==> src/hdl/rxbc_pkg.sv <==
package rxbc_pkg;

   localparam int unsigned CSR_INDEX_WIDTH = 8;
   localparam int unsigned CSR_DATA_WIDTH  = 64;

   localparam logic [CSR_INDEX_WIDTH-1:0] CSR_CIPHER_TYPE    = 8'd0;
   localparam logic [CSR_INDEX_WIDTH-1:0] CSR_ENCRYPT_MODE   = 8'd1;
   localparam logic [CSR_INDEX_WIDTH-1:0] CSR_RAW_KEY        = 8'd2;
   localparam logic [CSR_INDEX_WIDTH-1:0] CSR_MESSAGE_LENGTH = 8'd3;

   localparam logic [6:0] BLOCK_MASK_SHORT = 7'h3f;
   localparam logic [6:0] BLOCK_MASK_LONG  = 7'h7f;

   // Key-stream byte lane (shift / 8) for each cipher type.
   localparam logic [2:0] POS_LANE [8] = '{3'd0, 3'd5, 3'd3, 3'd1, 3'd4, 3'd7, 3'd2, 3'd6};
   localparam logic [2:0] KEY_LANE [8] = '{3'd7, 3'd4, 3'd6, 3'd2, 3'd5, 3'd0, 3'd1, 3'd3};

   // Key derivation rounds: moved lane, left and right shifts, copied lane.
   localparam logic [2:0] SRC_LANE [8] = '{3'd7, 3'd5, 3'd3, 3'd1, 3'd0, 3'd2, 3'd4, 3'd6};
   localparam logic [5:0] SHL_AMT  [8] = '{6'd0, 6'd0, 6'd8, 6'd40, 6'd56, 6'd24, 6'd0, 6'd0};
   localparam logic [5:0] SHR_AMT  [8] = '{6'd56, 6'd24, 6'd0, 6'd0, 6'd0, 6'd0, 6'd8, 6'd40};
   localparam logic [2:0] COPY_LANE [2][8] = '{
      '{3'd0, 3'd2, 3'd4, 3'd6, 3'd7, 3'd5, 3'd3, 3'd1},
      '{3'd2, 3'd4, 3'd6, 3'd7, 3'd5, 3'd3, 3'd1, 3'd0}
   };

   typedef struct packed {
      logic        cipher_type;
      logic        encrypt_mode;
      logic [63:0] raw_key;
   } rxbc_cfg_type;

   typedef struct packed {
      logic [63:0] working_key;
      logic [63:0] feedback_bits;
      logic [2:0]  block_count;
   } rxbc_state_type;

   function automatic logic [63:0] rxbc_lane(input logic [63:0] v, input logic [2:0] k);
      return v & (64'hff << {k, 3'b000});
   endfunction

   function automatic logic [63:0] rxbc_derive_key(input logic cipher_sel,
                                                   input logic [63:0] key);
      logic [63:0] acc;
      logic [63:0] src;
      logic [63:0] moved;
      acc = '0;
      for (int r = 0; r < 8; r++) begin
         src   = (r == 0) ? key : acc;
         moved = (rxbc_lane(src, SRC_LANE[r]) << SHL_AMT[r]) >> SHR_AMT[r];
         acc   = (moved ^ rxbc_lane(key, COPY_LANE[cipher_sel][r])) | acc;
      end
      return acc;
   endfunction

endpackage

==> src/hdl/rxbc_datapath.sv <==
module rxbc_datapath
   import rxbc_pkg::*;
#(
   parameter int unsigned LENGTH_BITS = 24
) (
   input  rxbc_cfg_type           cfg,
   input  logic [LENGTH_BITS-1:0] message_length,
   input  rxbc_state_type         state,
   input  logic [LENGTH_BITS-1:0] position,
   input  logic [7:0]             data_byte,
   output rxbc_state_type         state_in,
   output logic [LENGTH_BITS-1:0] position_in,
   output logic [7:0]             result_byte,
   output logic                   message_end
);

   logic                   start;
   logic [63:0]            key_a;
   logic [63:0]            fb_a;
   logic [2:0]             bc_a;
   logic [6:0]             head;
   logic                   in_head;
   logic [6:0]             diff;
   logic [6:0]             idx;
   logic                   block_start;
   logic [63:0]            key_b;
   logic [63:0]            fb_b;
   logic [2:0]             bc_b;
   logic [2:0]             bit_sel;
   logic [2:0]             lane_sel;
   logic [7:0]             fb_byte;
   logic [63:0]            fb_add;
   logic [LENGTH_BITS-1:0] pos_inc;

   always_comb begin
      start   = (position == '0);
      key_a   = start ? rxbc_derive_key(cfg.cipher_type, cfg.raw_key) : state.working_key;
      fb_a    = start ? 64'd0 : state.feedback_bits;
      bc_a    = start ? 3'd0 : state.block_count;

      head    = message_length[6:0] & (cfg.cipher_type ? BLOCK_MASK_LONG : BLOCK_MASK_SHORT);
      in_head = (position < LENGTH_BITS'(head));
      diff    = position[6:0] - head;
      if (in_head) begin
         idx = position[6:0];
      end else begin
         idx = diff & (cfg.cipher_type ? BLOCK_MASK_LONG : BLOCK_MASK_SHORT);
      end
      block_start = !in_head && (idx == 7'd0);

      key_b   = block_start ? (key_a ^ fb_a) : key_a;
      fb_b    = block_start ? 64'd0 : fb_a;
      bc_b    = block_start ? (bc_a + 3'd1) : bc_a;
      bit_sel = in_head ? 3'd0 : bc_b;

      lane_sel    = cfg.cipher_type ? KEY_LANE[key_b[2:0]] : POS_LANE[position[2:0]];
      result_byte = data_byte ^ key_b[{lane_sel, 3'b000} +: 8];
      fb_byte     = cfg.encrypt_mode ? result_byte : data_byte;
      fb_add      = {56'd0, fb_byte & (8'd1 << bit_sel)} << idx[5:0];

      state_in.working_key   = key_b;
      state_in.feedback_bits = fb_b | fb_add;
      state_in.block_count   = bc_b;

      pos_inc     = position + LENGTH_BITS'(1);
      message_end = (pos_inc == message_length);
      position_in = message_end ? '0 : pos_inc;
   end

endmodule

==> src/hdl/rekeyed_xor_byte_cipher_top.sv <==
// Byte stream cipher that re-keys itself at every block boundary.
// Input words arrive on the req_ stream, one message byte in req_tdata.
// Result words leave on the rsp_ stream: the ciphered byte in rsp_tdata,
// and rsp_tlast marks the last byte of a message of message_length bytes.
// The csr_ port writes cipher_type, encrypt_mode, raw_key and message_length
// by index; it is always ready, and writes belong between messages.
// Each byte is processed in the cycle it is accepted and its result is
// registered; one byte is taken per cycle while the receiver does not stall.
// The working key is derived from raw_key during the first byte of a message,
// so no separate setup step is needed.
// When the receiver stalls, the result register holds and req_tready drops
// until the result word is taken; a word is taken in the same cycle as the
// held result leaves.
// Reset clears the configuration, the key state, the byte position and the
// result valid flag, so the next byte starts a new message.
module rekeyed_xor_byte_cipher_top
   import rxbc_pkg::*;
#(
   parameter int unsigned LENGTH_BITS = 24
) (
   input  logic                       clock,
   input  logic                       reset,
   input  logic                       req_tvalid,
   output logic                       req_tready,
   input  logic [7:0]                 req_tdata,   // data_byte
   output logic                       rsp_tvalid,
   input  logic                       rsp_tready,
   output logic [7:0]                 rsp_tdata,   // result_byte
   output logic                       rsp_tlast,
   input  logic                       csr_valid,
   output logic                       csr_ready,
   input  logic [CSR_INDEX_WIDTH-1:0] csr_index,
   input  logic [CSR_DATA_WIDTH-1:0]  csr_data
);

   rxbc_cfg_type           cfg_ff;
   logic [LENGTH_BITS-1:0] length_ff;
   rxbc_state_type         state_ff;
   rxbc_state_type         state_in;
   logic [LENGTH_BITS-1:0] pos_ff;
   logic [LENGTH_BITS-1:0] pos_in;
   logic [7:0]             result_in;
   logic                   last_in;
   logic                   rsp_valid_ff;
   logic [7:0]             rsp_data_ff;
   logic                   rsp_last_ff;
   logic                   req_accept;

   assign req_tready = !rsp_valid_ff || rsp_tready;
   assign req_accept = req_tvalid && req_tready;
   assign csr_ready  = 1'b1;
   assign rsp_tvalid = rsp_valid_ff;
   assign rsp_tdata  = rsp_data_ff;
   assign rsp_tlast  = rsp_last_ff;

   rxbc_datapath #(
      .LENGTH_BITS(LENGTH_BITS)
   ) u_datapath (
      .cfg           (cfg_ff),
      .message_length(length_ff),
      .state         (state_ff),
      .position      (pos_ff),
      .data_byte     (req_tdata),
      .state_in      (state_in),
      .position_in   (pos_in),
      .result_byte   (result_in),
      .message_end   (last_in)
   );

   always_ff @(posedge clock) begin
      if (reset) begin
         cfg_ff    <= '0;
         length_ff <= '0;
      end else if (csr_valid && csr_ready) begin
         unique case (csr_index)
            CSR_CIPHER_TYPE:    cfg_ff.cipher_type  <= csr_data[0];
            CSR_ENCRYPT_MODE:   cfg_ff.encrypt_mode <= csr_data[0];
            CSR_RAW_KEY:        cfg_ff.raw_key      <= csr_data;
            CSR_MESSAGE_LENGTH: length_ff           <= csr_data[LENGTH_BITS-1:0];
            default: ;
         endcase
      end
   end

   always_ff @(posedge clock) begin
      if (reset) begin
         state_ff     <= '0;
         pos_ff       <= '0;
         rsp_valid_ff <= 1'b0;
      end else begin
         if (req_accept) begin
            state_ff <= state_in;
            pos_ff   <= pos_in;
         end
         if (req_accept) begin
            rsp_valid_ff <= 1'b1;
         end else if (rsp_tready) begin
            rsp_valid_ff <= 1'b0;
         end
      end
   end

   always_ff @(posedge clock) begin
      if (req_accept) begin
         rsp_data_ff <= result_in;
         rsp_last_ff <= last_in;
      end
   end

   assert property (@(posedge clock) disable iff (reset)
      req_accept |=> rsp_tvalid)
      else $error("accepted word produced no result");

   assert property (@(posedge clock) disable iff (reset)
      (req_accept && last_in) |=> (pos_ff == '0))
      else $error("byte position did not return to zero at message end");

   assert property (@(posedge clock) disable iff (reset)
      (req_accept && !last_in) |=> (pos_ff == $past(pos_ff) + LENGTH_BITS'(1)))
      else $error("byte position did not advance by one");

   assert property (@(posedge clock) disable iff (reset)
      !req_accept |=> ($stable(state_ff) && $stable(pos_ff)))
      else $error("key state changed without an accepted word");

endmodule

==> config.mk <==
export PLATFORM = sky130hd
export DESIGN_NAME = rekeyed_xor_byte_cipher_top
export DESIGN_NICKNAME = d
export VERILOG_FILES = /design/src/hdl/rxbc_pkg.sv /design/src/hdl/rxbc_datapath.sv /design/src/hdl/rekeyed_xor_byte_cipher_top.sv
export SDC_FILE = /design/constraint.sdc
export NUM_CORES = 1
export LEC_CHECK = 0
export BUFFER_PORTS_ARGS = -buffer_cell sky130_fd_sc_hd__clkbuf_2
export CAP_MARGIN = 25
export CORE_MARGIN = 10
export CORE_UTILIZATION = 61
export CTS_BUF_LIST = sky130_fd_sc_hd__clkbuf_2 sky130_fd_sc_hd__clkbuf_4 sky130_fd_sc_hd__clkbuf_8
export CTS_CLUSTER_DIAMETER = 120
export DETAILED_ROUTE_END_ITERATION = 8
export PLACE_DENSITY = 0.88
export SETUP_SLACK_MARGIN = 0.15
export SLEW_MARGIN = 10
export SYNTH_ARGS = -nofsm -noshare
export SYNTH_HDL_FRONTEND = slang
export SYNTH_SLANG_ARGS = --single-unit
==> constraint.sdc <==
create_clock -name clock -period 13.9 [get_ports clock]
set_input_delay 2.78 -clock clock [delete_from_list [all_inputs] [get_ports clock]]
set_output_delay 2.78 -clock clock [all_outputs]
set_load 0.01 [all_outputs]
==> summary.md <==
| Metric | Value |
|---|---|
| Sequential fraction of the synthesis area | `36.01%` |
| TritonCTS clock tree | `yes` |
| Global Route Usage Sum | `approximately a third` |
| Largest family of logic cells by synthesized area | `simple AND/OR/NAND/NOR gates` |
| Worst-Skew Late Latency | `0.57 ns` |
| Io pins | `97` |
| Chip width | `173.8 µm` |
| # clock sinks | `255` |
| F_max | `0.1438 GHz` |
| Placed cells | `around 2200` |
| Reg clk slew, reported paths | `0.07 ns` |
| Synth top area share | `34.14%` |
| Vias in the first global route | `14020` |
| Synth Area in Adders | `1.180%` |
| Num CTS Buffers | `44` |
| Largest net degree at the start of global routing | `between 100 and 150` |
| CP endpoint kind | `register` |
| First-pass DRT Iterations | `8` |
| Count of cell types in the netlist | `88` |
| Row count | `56` |
| Fin nets | `2047` |
| Initial antenna violation count | `0` |
| Via density | `6.547` |
| Syn Std Cell Area | `14430 µm²` |
| Cell Count, Final, Fillers Out | `2301` |
| RSZ-0062 raised after global routing | `false` |
| Crit share post-route | `50.03%` |
| Port buffer count | `between 90 and 100` |
| XOR/XNOR share of the synthesized area | `7.286%` |
| PD cells | `113.1 nW/µm²` |
| Layout cell share with drive strength beyond 1 | `12.16%` |
| Syn_area_per_cell | `7.513 µm²` |
| Total Routed Length | `52550 µm` |
| CP required | `~14 ns` |
| Simple-gate share of the synthesized area | `24.30%` |
| Area leader, netlist | `dfxtp_1` |
| Setup tns final | `0 ns` |
| Cell count after synthesis | `roughly 1900` |
| Syn_nets | `~2000` |
| Post-CTS sizing | `0` |
| H-tree depth | `2` |
| Longest Clk Path Bufs | `3` |
| Final min period | `6.954 ns` |
| # hold bufs at CTS | `0` |
| Post-CTS Setup Bufs | `0` |
| Async S/R FF share, synth | `0%` |
| Fill cell count | `1987` |
| DR vias | `approximately 15000` |
| Max-slew violations | `0` |
| CP arrival | `about 7.4 ns` |
| Synth warnings | `0` |
| First-pass GRT wire length | `81200 µm` |
| Worst hold margin | `0.4635 ns` |
| Core area | `approximately 23000 µm²` |
| Setup Skew | `0.02541 ns` |
| N_diodes | `0` |
| Global placer's final weighted congestion | `1.008` |
| Number of remaining DRC errors | `0` |
| Die area | `30200 µm²` |
| Setup Viol. Count Final | `0` |
| Setup crit start kind | `register` |
| Yosys reg bits | `255` |
| Post-synth EDFFs | `9` |
| CP Max Fanout | `45` |
| Root buffer cell | `clkbuf_8` |
| Peak supply drop | `about 0.000084 V` |
| Synth Area in Compound Gates | `between 20% and 30%` |
| WL/cell | `approximately 23 µm` |
| Remaining Overflow, GRT | `0` |
| Outcome | `complete, no violations` |
| Relative max-transition margin | `25.82%` |
| Mux cell area share after synthesis | `between 3 and 4%` |
| Worst-Margin Slew | `roughly 1.1 ns` |
| Initial core utilization | `61.64%` |
| Final ANT Viol Nets | `0` |
| Final hold violation count | `0` |
| LEAKAGE | `around 5.8 nW` |
| Fin util | `68.15%` |
| Dominant cells by area after synthesis | `dfxtp_1 (34%), nand2_1 (10%), a21oi_1 (7.4%), xnor2_1 (4.2%), nor2_1 (3.8%)` |
| Area growth syn-to-layout | `10.56%` |
| Hold crit path type | `reg -> reg` |
| Die height | `~170 µm` |
| DP HPWL | `37570 µm` |
| Final Power | `1.804 mW` |
| CP Class | `reg -> reg` |
| DRT iter0 DRCs | `2306` |
| Max Cap Violations | `0` |
| Commonest register cell after synthesis | `dfxtp_1` |
state kept, by name (all words and copies together) (netlist names):
| register | count |
|---|---|
| cfg_ff | 66 |
| length_ff | 24 |
| pos_ff | 24 |
| rsp_tdata | 8 |
| rsp_tlast | 1 |
| rsp_tvalid | 1 |
| state_ff | 131 |
per-stage QoR:
| step | setup WS, ns | instance area (µm²) |
|---|---|---|
| 5_1_grt | 6.454 | 15950 |
| 3_5_place_dp | 7.129 | 14990 |
| 6_report | 6.946 | 15950 |
| 3_3_place_gp | 7.197 | 14980 |
| 2_1_floorplan | 8.157 | 14430 |
| 4_1_cts | 7.096 | 15930 |
kinds of logic (layout without fill, tap and decap cells):
| logic type | Yosys count | count (layout) |
|---|---|---|
| and+or+nand+nor | 789 | 789 |
| xor gates and xnor gates | 120 | 120 |
| adders and majority gates | 13 | 13 |
| buffers and inverters | 164 | 226 |
| other | 1 | 1 |
| DFF | 255 | 255 |
| muxes | 54 | 54 |
| AOI/OAI and AO/OA | 524 | 524 |
synthesized netlist by cell type (9+ instances only):
cell,n
nor4_1,23
and3_1,18
a211oi_1,27
nor2b_1,9
nand3_1,91
nand4_1,9
buf_2,17
xor2_1,51
nor2_1,147
buf_1,16
o21ai_0,109
inv_1,25
ha_1,12
o31ai_1,9
xnor2_1,69
o22ai_1,12
nor3_1,35
edfxtp_1,9
nand2_1,390
or3_1,9
clkbuf_1,104
o211ai_1,10
a32oi_1,12
a31oi_1,9
mux2i_1,47
nor3b_1,12
o21ai_1,9
a22o_1,14
dfxtp_1,246
and2_1,10
a21oi_1,214
cell type report:
class	count	area, µm²	area share (%)
Sequential cell	255	5195	32.57
Multi-Input combinational cell	1501	8626	54.08
Clock buffer	68	848.3	5.319
Inverter	26	97.59	0.6119
Tap cell	319	399.1	2.503
Clock inverter	11	91.34	0.5727
Timing Repair Buffer	121	691.9	4.338
where the power goes:
group          switching, mW  internal [mW]
clock network          0.319          0.409
registers             0.0112          0.753
logic                  0.222         0.0906
worst max-delay path, stage by stage (launching register included):
cell      delay (ns)
dfxtp_1         0.40
inv_1           0.18
ha_1            0.21
inv_2           0.06
fa_1            0.41
a21o_1          0.19
a21oi_1         0.23
a32oi_1         0.15
a211oi_4        0.26
buf_4           0.43
a311o_1         0.25
and3_1          0.33
nand3_1         0.40
nand2_1         0.61
a211oi_1        0.20
nor4_1          0.96
mux2i_1         0.20
o31ai_2         0.42
mux2i_1         0.12
mux2i_1         0.53
o32ai_1         0.21
layer usage:
metal  up-vias  track usage [%]  wire length, µm  part of all wire (%)
met5         -                0                0                     0
met4         0            14.82             2726                   5.2
met3       198            7.144             5966                    11
met2       973            50.76            22870                    44
met1      7062            44.54            20990                    40
li1       6831                -                -                     -
layout by cell type, fill, tap and decap left out, types with 8 or more instances in the layout:
cell,instances
clkbuf_4,14
and2_1,11
o22ai_1,12
a21oi_1,214
inv_1,24
xnor2_1,69
clkbuf_8,54
o21ai_0,109
xor2_1,51
o211ai_1,10
and3_1,18
a32oi_1,12
nand2_1,389
edfxtp_1,9
clkbuf_2,94
a31oi_1,9
nor2_1,146
or3_1,9
nor3_1,34
o31ai_1,9
nor3b_1,12
buf_4,24
nand3_1,91
nor2b_1,9
ha_1,12
dfxtp_1,246
a22oi_1,8
a211oi_1,27
a22o_1,14
mux2i_1,47
o21ai_1,9
nand4_1,9
nor4_1,22
worst paths after layout:
kind / from / slack, ns / depth (start not counted) / end
worst max-delay path: pos_ff[0]$_SDFFE_PP0P_ / 6.95 / 20 / state_ff[36]$_SDFFE_PP0P_
worst min register to register: cfg_ff[1]$_SDFFE_PP0P_ / 0.46 / 2 / cfg_ff[1]$_SDFFE_PP0P_
worst max register to register: pos_ff[0]$_SDFFE_PP0P_ / 6.95 / 20 / state_ff[36]$_SDFFE_PP0P_
worst min-delay path: cfg_ff[1]$_SDFFE_PP0P_ / 0.46 / 2 / cfg_ff[1]$_SDFFE_PP0P_
(Power assumes the default switching activity.)
